[src/design/rn_pkg.sv]
// ----------------------------------------------------------------------------
// rn_pkg
// shared types for the rational normalizer: sequencer state encoding
// ----------------------------------------------------------------------------
package rn_pkg;

  typedef enum logic [2:0] {
    ST_IDLE,
    ST_EUC,
    ST_EUC_WAIT,
    ST_DIVN,
    ST_DIVD
  } rn_state_t;

endpackage

[src/design/rn_divider.sv]
// ----------------------------------------------------------------------------
// rn_divider
// restoring unsigned divider, one quotient bit per cycle, shared by the
// gcd loop and the final reduction
// ----------------------------------------------------------------------------
module rn_divider #(
  parameter int M = 31
) (
  input  logic         clk,
  input  logic         rst,
  input  logic         start,
  input  logic [M-1:0] dividend,
  input  logic [M-1:0] divisor,
  output logic         done,
  output logic [M-1:0] quot,
  output logic [M-1:0] rem
);

  localparam int CW = $clog2(M);

  logic          running;
  logic [CW-1:0] cnt;
  logic [M-1:0]  dvs;
  logic [M:0]    trial;
  logic          fits;
  logic [M:0]    diff;

  // shift in next dividend bit, then try a subtract
  assign trial = {rem, quot[M-1]};
  assign diff  = trial - {1'b0, dvs};
  assign fits  = (trial >= {1'b0, dvs});

  always_ff @(posedge clk) begin
    if (rst) begin
      running <= 1'b0;
      done    <= 1'b0;
    end else begin
      done <= 1'b0;
      if (start) begin
        running <= 1'b1;
      end else if (running && (cnt == '0)) begin
        running <= 1'b0;
        done    <= 1'b1;
      end
    end
  end

  always_ff @(posedge clk) begin
    if (start) begin
      quot <= dividend;
      rem  <= '0;
      dvs  <= divisor;
      cnt  <= CW'(M - 1);
    end else if (running) begin
      quot <= {quot[M-2:0], fits};
      rem  <= fits ? diff[M-1:0] : trial[M-1:0];
      cnt  <= cnt - 1'b1;
    end
  end

endmodule

[src/design/rational_normalize.sv]
// ----------------------------------------------------------------------------
// rational_normalize
// reduces a signed fraction to lowest terms with a euclidean gcd loop
// ----------------------------------------------------------------------------
// each gcd step is one divider pass, issued in ST_EUC and collected in ST_EUC_WAIT;
// the numerator division follows, and the denominator division is issued in the
// cycle that collects the numerator quotient
// one word at a time: busy high until the strobe, next word taken in that cycle
// rst (synchronous, active high) drops any word in flight and returns to idle
module rational_normalize
  import rn_pkg::*;
#(
  parameter int DATA_WIDTH = 32
) (
  input  logic                         clk,
  input  logic                         rst,
  input  logic                         start,
  output logic                         busy,
  input  logic signed [DATA_WIDTH-1:0] num_in,
  input  logic signed [DATA_WIDTH-1:0] den_in,
  output logic                         done,
  output logic signed [DATA_WIDTH-1:0] num_out,
  output logic        [DATA_WIDTH-2:0] den_out
);

  localparam int W = DATA_WIDTH;
  localparam int M = DATA_WIDTH - 1;   // magnitude width after saturation

  // magnitude of a signed word, most negative value clipped to max positive
  function automatic logic [M-1:0] sat_mag(input logic [W-1:0] v);
    logic [W-1:0] neg_v;
    neg_v = -v;
    if (!v[W-1]) return v[M-1:0];
    else if (neg_v[W-1]) return '1;
    else return neg_v[M-1:0];
  endfunction

  rn_state_t state, state_next;

  // operand and working registers
  logic [M-1:0] nmag, nmag_next;   // numerator magnitude
  logic [M-1:0] dmag, dmag_next;   // denominator magnitude after zero rule
  logic         neg, neg_next;     // sign of the fraction
  logic [M-1:0] a, a_next;         // gcd loop operands
  logic [M-1:0] b, b_next;
  logic         a_gt, a_gt_next;   // which operand the current step reduces
  logic [M-1:0] g, g_next;         // final gcd
  logic [M-1:0] qn, qn_next;       // reduced numerator magnitude

  logic                done_next;
  logic signed [W-1:0] num_out_next;
  logic [M-1:0]        den_out_next;

  // divider hookup
  logic         div_start;
  logic [M-1:0] div_dividend;
  logic [M-1:0] div_divisor;
  logic         div_done;
  logic [M-1:0] div_quot;
  logic [M-1:0] div_rem;

  // input decode
  logic [M-1:0] in_nmag, in_dmag;
  logic [M-1:0] gcd_val;

  assign in_nmag = sat_mag(num_in);
  assign in_dmag = sat_mag(den_in);
  // when one loop operand reaches zero the other is the gcd
  assign gcd_val = a | b;

  assign busy = (state != ST_IDLE);

  rn_divider #(
    .M (M)
  ) u_div (
    .clk      (clk),
    .rst      (rst),
    .start    (div_start),
    .dividend (div_dividend),
    .divisor  (div_divisor),
    .done     (div_done),
    .quot     (div_quot),
    .rem      (div_rem)
  );

  always_ff @(posedge clk) begin
    if (rst) begin
      state <= ST_IDLE;
      done  <= 1'b0;
    end else begin
      state <= state_next;
      done  <= done_next;
    end
  end

  // payload registers carry no reset
  always_ff @(posedge clk) begin
    nmag    <= nmag_next;
    dmag    <= dmag_next;
    neg     <= neg_next;
    a       <= a_next;
    b       <= b_next;
    a_gt    <= a_gt_next;
    g       <= g_next;
    qn      <= qn_next;
    num_out <= num_out_next;
    den_out <= den_out_next;
  end

  always_comb begin
    state_next   = state;
    nmag_next    = nmag;
    dmag_next    = dmag;
    neg_next     = neg;
    a_next       = a;
    b_next       = b;
    a_gt_next    = a_gt;
    g_next       = g;
    qn_next      = qn;
    done_next    = 1'b0;
    num_out_next = num_out;
    den_out_next = den_out;
    div_start    = 1'b0;
    div_dividend = nmag;
    div_divisor  = g;

    unique case (state)
      ST_IDLE: begin
        if (start) begin
          nmag_next = in_nmag;
          a_next    = in_nmag;
          if (in_nmag == '0) begin
            // zero numerator: result is 0/1, never a negative zero
            dmag_next = M'(1);
            b_next    = M'(1);
            neg_next  = 1'b0;
          end else begin
            // negative denominator moves its sign onto the numerator
            dmag_next = in_dmag;
            b_next    = in_dmag;
            neg_next  = num_in[W-1] ^ den_in[W-1];
          end
          state_next = ST_EUC;
        end
      end

      ST_EUC: begin
        if ((a == '0) || (b == '0)) begin
          // gcd found; zero over zero cannot reach here, gcd >= 1
          g_next       = gcd_val;
          div_start    = 1'b1;
          div_dividend = nmag;
          div_divisor  = gcd_val;
          state_next   = ST_DIVN;
        end else begin
          // reduce the larger operand modulo the smaller; ties reduce b
          div_start  = 1'b1;
          a_gt_next  = (a > b);
          if (a > b) begin
            div_dividend = a;
            div_divisor  = b;
          end else begin
            div_dividend = b;
            div_divisor  = a;
          end
          state_next = ST_EUC_WAIT;
        end
      end

      ST_EUC_WAIT: begin
        if (div_done) begin
          if (a_gt) a_next = div_rem;
          else b_next = div_rem;
          state_next = ST_EUC;
        end
      end

      ST_DIVN: begin
        if (div_done) begin
          qn_next      = div_quot;
          div_start    = 1'b1;
          div_dividend = dmag;
          div_divisor  = g;
          state_next   = ST_DIVD;
        end
      end

      ST_DIVD: begin
        if (div_done) begin
          num_out_next = neg ? -$signed({1'b0, qn}) : $signed({1'b0, qn});
          den_out_next = div_quot;
          done_next    = 1'b1;
          state_next   = ST_IDLE;
        end
      end

      default: begin
        state_next = ST_IDLE;
      end
    endcase
  end

endmodule

[config.mk]
export PLATFORM = sky130hd
export DESIGN_NAME = rational_normalize
export DESIGN_NICKNAME = d
export VERILOG_FILES = /design/src/design/rn_pkg.sv /design/src/design/rn_divider.sv /design/src/design/rational_normalize.sv
export SDC_FILE = /design/constraint.sdc
export NUM_CORES = 1
export LEC_CHECK = 0
export ABC_AREA = 1
export BUFFER_PORTS_ARGS = -buffer_cell sky130_fd_sc_hd__buf_4
export CORE_UTILIZATION = 35
export DETAILED_ROUTE_END_ITERATION = 8
export PLACE_DENSITY = 0.57
export SLEW_MARGIN = 0
export SYNTH_ARGS = -nofsm -noshare
export SYNTH_HDL_FRONTEND = slang
export SYNTH_SLANG_ARGS = --single-unit
[constraint.sdc]
create_clock -name clk -period 12.9 [get_ports clk]
set_clock_uncertainty 0.15 [all_clocks]
set_input_delay 2.58 -clock clk [delete_from_list [all_inputs] [get_ports clk]]
set_output_delay 2.58 -clock clk [all_outputs]
set_load 0.03 [all_outputs]
==> results of run 1 <==
[cells by family after synthesis]
kind of cell | after synthesis | synth area share [%]
adder cells (fa/ha/maj) | 98 | 5.93
XOR/XNOR | 74 | 3.12
buffers and inverters | 402 | 7.57
flip-flops | 355 | 49.2
AND/OR/NAND/NOR | 1104 | 23.3
AO/OA/AOI/OAI | 401 | 10.8
[metal layers]
metal	GRT usage, %	vias up
li1	-	8346
met1	30.5	8398
met2	34.9	642
met3	3.39	99
met4	6.85	0
met5	0	-
[power groups by stage]
stage / Clock, W / Combinational, W / Sequential, W
after floorplan: 0 / 0.000876 / 0.00159
after global placement: 0 / 0.00121 / 0.00164
after detailed placement: 0 / 0.00123 / 0.00165
after CTS: 0.00124 / 0.00123 / 0.00162
after global routing: 0.00129 / 0.00139 / 0.00164
final: 0.00122 / 0.00124 / 0.00162
[cells in the mapped netlist, drive strengths merged (2+ instances only)]
cell type | count | area [µm²]
o21ai | 171 | 867
o31ai | 4 | 30.0
and3 | 2 | 12.5
nor3 | 27 | 135
xor2 | 49 | 429
ha | 97 | 1210
o22ai | 5 | 31.3
a221oi | 2 | 17.5
inv | 317 | 1190
o211ai | 15 | 113
a31oi | 9 | 56.3
or2 | 11 | 68.8
o21bai | 43 | 323
xnor2 | 25 | 219
clkbuf | 53 | 199
nor4 | 20 | 125
a21o | 8 | 60.1
o22a | 2 | 17.5
nand3 | 161 | 931
nand2 | 520 | 1970
o21a | 2 | 15.0
a21oi | 133 | 666
nand4 | 28 | 181
a21boi | 3 | 22.5
dfxtp | 42 | 841
nand3b | 20 | 165
edfxtp | 313 | 9400
nor2 | 307 | 1210
and2 | 8 | 50.1
buf | 31 | 183
[layout make-up]
| type | count | area share (%) |
|---|---|---|
| Multi-Input combinational cell | 1677 | 37.7 |
| Clock buffer | 51 | 4.65 |
| Sequential cell | 355 | 42.7 |
| Antenna cell | 2 | 0.0209 |
| Inverter | 318 | 4.98 |
| Tap cell | 765 | 3.99 |
| Timing Repair Buffer | 152 | 4.76 |
| Clock inverter | 25 | 1.20 |
[worst max path at each step]
| stage | cells past startpoint | slack, ns | from | to |
|---|---|---|---|---|
| 4_1_cts | 13 | 6.80 | num_in[31] | dmag[5] |
| 3_3_place_gp | 13 | 6.25 | num_in[31] | neg |
| 5_1_grt | 13 | 6.30 | num_in[31] | neg |
| 2_1_floorplan | 2 | 7.03 | start | dmag[0] |
| 6_report | 13 | 6.75 | num_in[31] | neg |
| 3_5_place_dp | 13 | 6.19 | num_in[31] | dmag[5] |
[critical path: stages]
cell	delay, ns
buf_4	0.22
nand4_1	0.13
nor2_1	0.09
nand4_1	0.68
nand3_1	0.25
inv_1	0.13
nand2_1	0.07
nor2_1	0.12
nand2_1	0.06
nor2_1	0.19
nand3_2	0.87
inv_2	0.78
a21oi_1	0.08
[per-stage QoR]
stage	power (W)	hold slack [ns]	utilization [%]
final	0.00409	0.318	41.2
after floorplan	0.00246	0.276	-
after CTS	0.00410	0.323	41.2
after global placement	0.00286	0.297	38.8
after global routing	0.00432	0.339	41.2
after detailed placement	0.00287	0.305	38.8
==> results.json, run 1 <==
{
  "ys_dominant_reg_cell": "edfxtp_1",
  "place_area_mm2": 0.0226,
  "final_antenna_net_count": 0,
  "vias": 17485,
  "area_growth_syn_to_layout_pct": 15.3,
  "vdd_drop_max_mv": 0.129,
  "seqPwrFrac_pct": 39.7,
  "powerDensity_mw_per_mm2": 170,
  "p_clk_share_pct": 29.9,
  "ys_types": 51,
  "layout.cells.non_filler": 3345,
  "maxCapViolCount": 0,
  "fp-row-count": 88,
  "synth_cells": 2434,
  "fp.dieH_um": 246,
  "final_cell_mix": "nand2_1, edfxtp_1, inv_1, nor2_1, o21ai_0",
  "grt_max_degree": 64,
  "drcViolationCount": 0,
  "antenna_found_initial": 3,
  "io_pins": 132,
  "yosysSeqAreaShare_pct": 49.2,
  "wl_met3_um": 4570,
  "reg2reg_depth": 12,
  "worstReg2RegEnd": "u_div.dvs[29]",
  "final_cell_area_mm2": 0.0240,
  "hp-start": "u_div.cnt[4]",
  "place_congestion": 0.970,
  "crit_required_ns": 13.05,
  "finalNetCount": 2711,
  "rrSetupSlack_ns": 8.75,
  "cts_buffers": 42,
  "cts_tree": "done",
  "place_ws_ns": 6.19,
  "post-cts-setup-buffer-count": 0,
  "dieArea_mm2": 0.0604,
  "drt-met1-wl_um": 30000,
  "p_leak_nw": 10.2,
  "outcome": "finished, final reports clean",
  "hold_path_class": "reg -> reg",
  "fill_cells": 5856,
  "hold_viol": 0,
  "p_sw_w": 0.00149,
  "postSynth.asyncResetShare_pct": 0,
  "clock_latency_ns": 0.58,
  "syn_area_mm2": 0.0208,
  "clk_pin_slew_ns": 0.06,
  "fmax_ghz": 0.163,
  "grt_pass1_vias": 16903,
  "r2r_start": "a[26]",
  "grt_overflow": 0,
  "cp-start-kind": "input port",
  "setup_viol": 0,
  "met2_wirelength_um": 30500,
  "regMostFlops": "num_out",
  "start_util_pct": 35.7,
  "highest_layer": "met4",
  "drt_wl_total_um": 66800,
  "synth_fp_nets": 2599,
  "drive_gt1_share_pct": 11.6,
  "holdPathStages": 2,
  "p_int_w": 0.00259,
  "min_period_over_period_pct": 47.7,
  "finalSetupTns_ns": 0,
  "drv_slew": 0,
  "via_per_inst": 5.23,
  "cts_resized": 0,
  "synth_edf_count": 313,
  "rsz0062_at_grt": "no",
  "wl_per_cell_um": 20.0,
  "coreArea_mm2": 0.0582,
  "largest_reg_flops": 32,
  "yosysWarnings": 0,
  "ctsHoldBuffers": 0,
  "ys_ff_latch": 355,
  "multi_input_area_mm2": 0.00904,
  "worst-setup-path-type": "in -> reg",
  "ctsHtreeMaxLevel": 2,
  "min_period_ns": 6.15,
  "dp_hpwl_um": 50900,
  "grt_pass1_wl_um": 101000,
  "combPwrFrac_pct": 30.4,
  "mostFrequentLayoutCell": "nand2_1",
  "critPathArrivalTime_ns": 6.30,
  "relSlewSlack_pct": 25.8,
  "firstDrtPassIters": 6,
  "avgSynthCellArea_um2": 8.55,
  "regArea_mm2": 0.0102,
  "hold_end": "u_div.cnt[4]",
  "cp_max_fo": 39,
  "tightest_slew_ns": 1.11,
  "clock_sinks": 355,
  "io_buffers": 131,
  "switching_share_pct": 36.5,
  "cts_root_buf": "clkbuf_16",
  "numPlacedInstances": 3267,
  "gr-usage-all-layers_pct": 22.0,
  "die_w_um": 246,
  "drt_iter0_markers": 1708,
  "clk_path_buf_depth": 3,
  "fin_ws_ns": 6.75,
  "end_kind": "flop"
}
Note: power is estimated with default switching activity, not from simulation.
==> run 2: changes to the inputs <==
==> constraint.sdc (replaced) <==
create_clock -name clk -period 6.1 [get_ports clk]
set_clock_uncertainty 0.15 [all_clocks]
set_input_delay 1.22 -clock clk [delete_from_list [all_inputs] [get_ports clk]]
set_output_delay 1.22 -clock clk [all_outputs]
set_load 0.03 [all_outputs]
==> run 2 against run 1 <==
  * Cell count grew 0.12%
  * Count of clock-buffer cells in the layout is 6 higher
  * Sequential share of layout area grew 0.14 points
  * Critical path type is now reg -> reg
  * Highest routed layer unchanged
==> results.json, run 2 (same netlist as run 1, synthesis figures left out) <==
{
  "outcome": "finished, final reports clean",
  "rsz0062_at_grt": "no",
  "ctsHoldBuffers": 0,
  "drv_slew": 0,
  "via_per_inst": 5.18,
  "coreArea_mm2": 0.0582,
  "wl_met3_um": 4130,
  "hold_viol": 0,
  "grt_pass1_vias": 16469,
  "highest_layer": "met4",
  "antenna_found_initial": 2,
  "setup_viol": 0,
  "area_growth_syn_to_layout_pct": 14.9,
  "met2_wirelength_um": 30400,
  "fill_cells": 5843,
  "firstDrtPassIters": 5,
  "grt_pass1_wl_um": 99500,
  "cp_max_fo": 63,
  "gr-usage-all-layers_pct": 21.8,
  "vias": 17353,
  "relSlewSlack_pct": 23.4,
  "clk_path_buf_depth": 3,
  "die_w_um": 246,
  "clk_pin_slew_ns": 0.06,
  "io_pins": 132,
  "worst_hold_slack_ns": 0.332,
  "hold_path_class": "reg -> reg",
  "regMostFlops": "num_out",
  "fmax_ghz": 0.225,
  "switching_share_pct": 36.6,
  "clock_latency_ns": 0.57,
  "tightest_slew_ns": 1.15,
  "p_leak_nw": 10.2,
  "drcViolationCount": 0,
  "post-cts-setup-buffer-count": 0,
  "fp-row-count": 88,
  "grt_max_degree": 64,
  "mostFrequentLayoutCell": "nand2_1",
  "maxCapViolCount": 0,
  "vdd_drop_max_mv": 0.210,
  "final_cell_mix": "nand2_1, edfxtp_1, inv_1, nor2_1, o21ai_0",
  "cp-start-kind": "flop",
  "powerDensity_mw_per_mm2": 354,
  "dp_hpwl_um": 50900,
  "io_buffers": 131,
  "final_antenna_net_count": 0,
  "p_int_w": 0.00537,
  "crit_required_ns": 6.31,
  "drive_gt1_share_pct": 11.4,
  "largest_reg_flops": 32,
  "clock_sinks": 355,
  "min_period_over_period_pct": 72.8,
  "cts_buffers": 42,
  "drt-met1-wl_um": 30000,
  "min_period_ns": 4.44,
  "start_util_pct": 35.7,
  "cts_tree": "done",
  "finalNetCount": 2713,
  "place_congestion": 0.984,
  "cts_resized": 0,
  "grt_overflow": 0,
  "combPwrFrac_pct": 30.6,
  "ctsHtreeMaxLevel": 2,
  "drt_wl_total_um": 66400,
  "seqPwrFrac_pct": 40.6,
  "worst-setup-path-type": "reg -> reg",
  "finalSetupTns_ns": 0,
  "cts_root_buf": "clkbuf_16",
  "wl_per_cell_um": 19.8,
  "dieArea_mm2": 0.0604,
  "p_clk_share_pct": 28.8,
  "p_sw_w": 0.00310,
  "fp.dieH_um": 246,
  "end_kind": "flop",
  "drt_iter0_markers": 1707,
  "critPathArrivalTime_ns": 4.65
}
==> run 2: cell count changes in the layout (fill, tap and decap cells not counted), sizes merged <==
cell and delta:
clkinvlp -5, clkbuf +6, bufinv -2, buf +2, clkinv +2, inv +1
==> run 2: path summary, 6_finish.rpt <==
| check | start | endpoint | slack (ns) | cells past startpoint |
|---|---|---|---|---|
| worst max-delay path | a[29] | u_div.dvs[5] | 1.66 | 15 |
| worst min register to register | u_div.cnt[2] | u_div.cnt[2] | 0.33 | 2 |
| worst max register to register | a[29] | u_div.dvs[5] | 1.66 | 15 |
| worst min-delay path | u_div.cnt[2] | u_div.cnt[2] | 0.33 | 2 |
==> run 2: area by class of cell <==
class                      count  area, µm²  share of cell area [%]
inverter                     318       1190                    4.99
sequential                   355      10200                    42.8
tap                          765        957                    4.00
multi-input combinational   1677       9040                    37.8
clock inverter                21        194                   0.811
antenna                        2       5.00                  0.0209
timing repair buffer         154       1160                    4.84
clock buffer                  57       1120                    4.67
==> run 2: stage by stage <==
stage               power (W)  std cells  area, µm²  worst slack, ns  utilization (%)
floorplan             0.00521       2434      20800             1.59                -
global placement      0.00603       3269      22600             1.29             38.8
detailed placement    0.00605       3269      22600             1.22             38.8
CTS                   0.00851       3347      23900             1.72             41.0
global route          0.00898       3349      23900             1.27             41.0
finish                0.00847       3349      23900             1.66             41.0
==> run 2: power by group through the flow <==
stage	registers [W]	clock network, W	logic, W
after floorplan	0.00335	0	0.00185
after global placement	0.00348	0	0.00254
after detailed placement	0.00349	0	0.00257
after CTS	0.00344	0.00248	0.00258
after global routing	0.00348	0.00258	0.00292
final	0.00344	0.00244	0.00259
==> run 2: layer usage <==
metal / global-route usage [%] / vias to the layer above
met3: 3.12 / 97
met5: 0 / -
met4: 7.07 / 0
met1: 30.8 / 8345
li1: - / 8352
met2: 34.0 / 559
==> run 2: critical path: stages, from the launching register on <==
cell and delay, ns:
edfxtp_1 0.55, inv_1 0.11, ha_1 0.31, nor2_1 0.12
nand2_1 0.07, inv_1 0.08, nand2_1 0.11, nor3_1 0.63
nand2_1 0.14, nand2_1 0.10, buf_4 0.39, nand2_1 0.09
buf_4 0.35, inv_2 0.60, nor2_1 0.09, o21bai_1 0.31
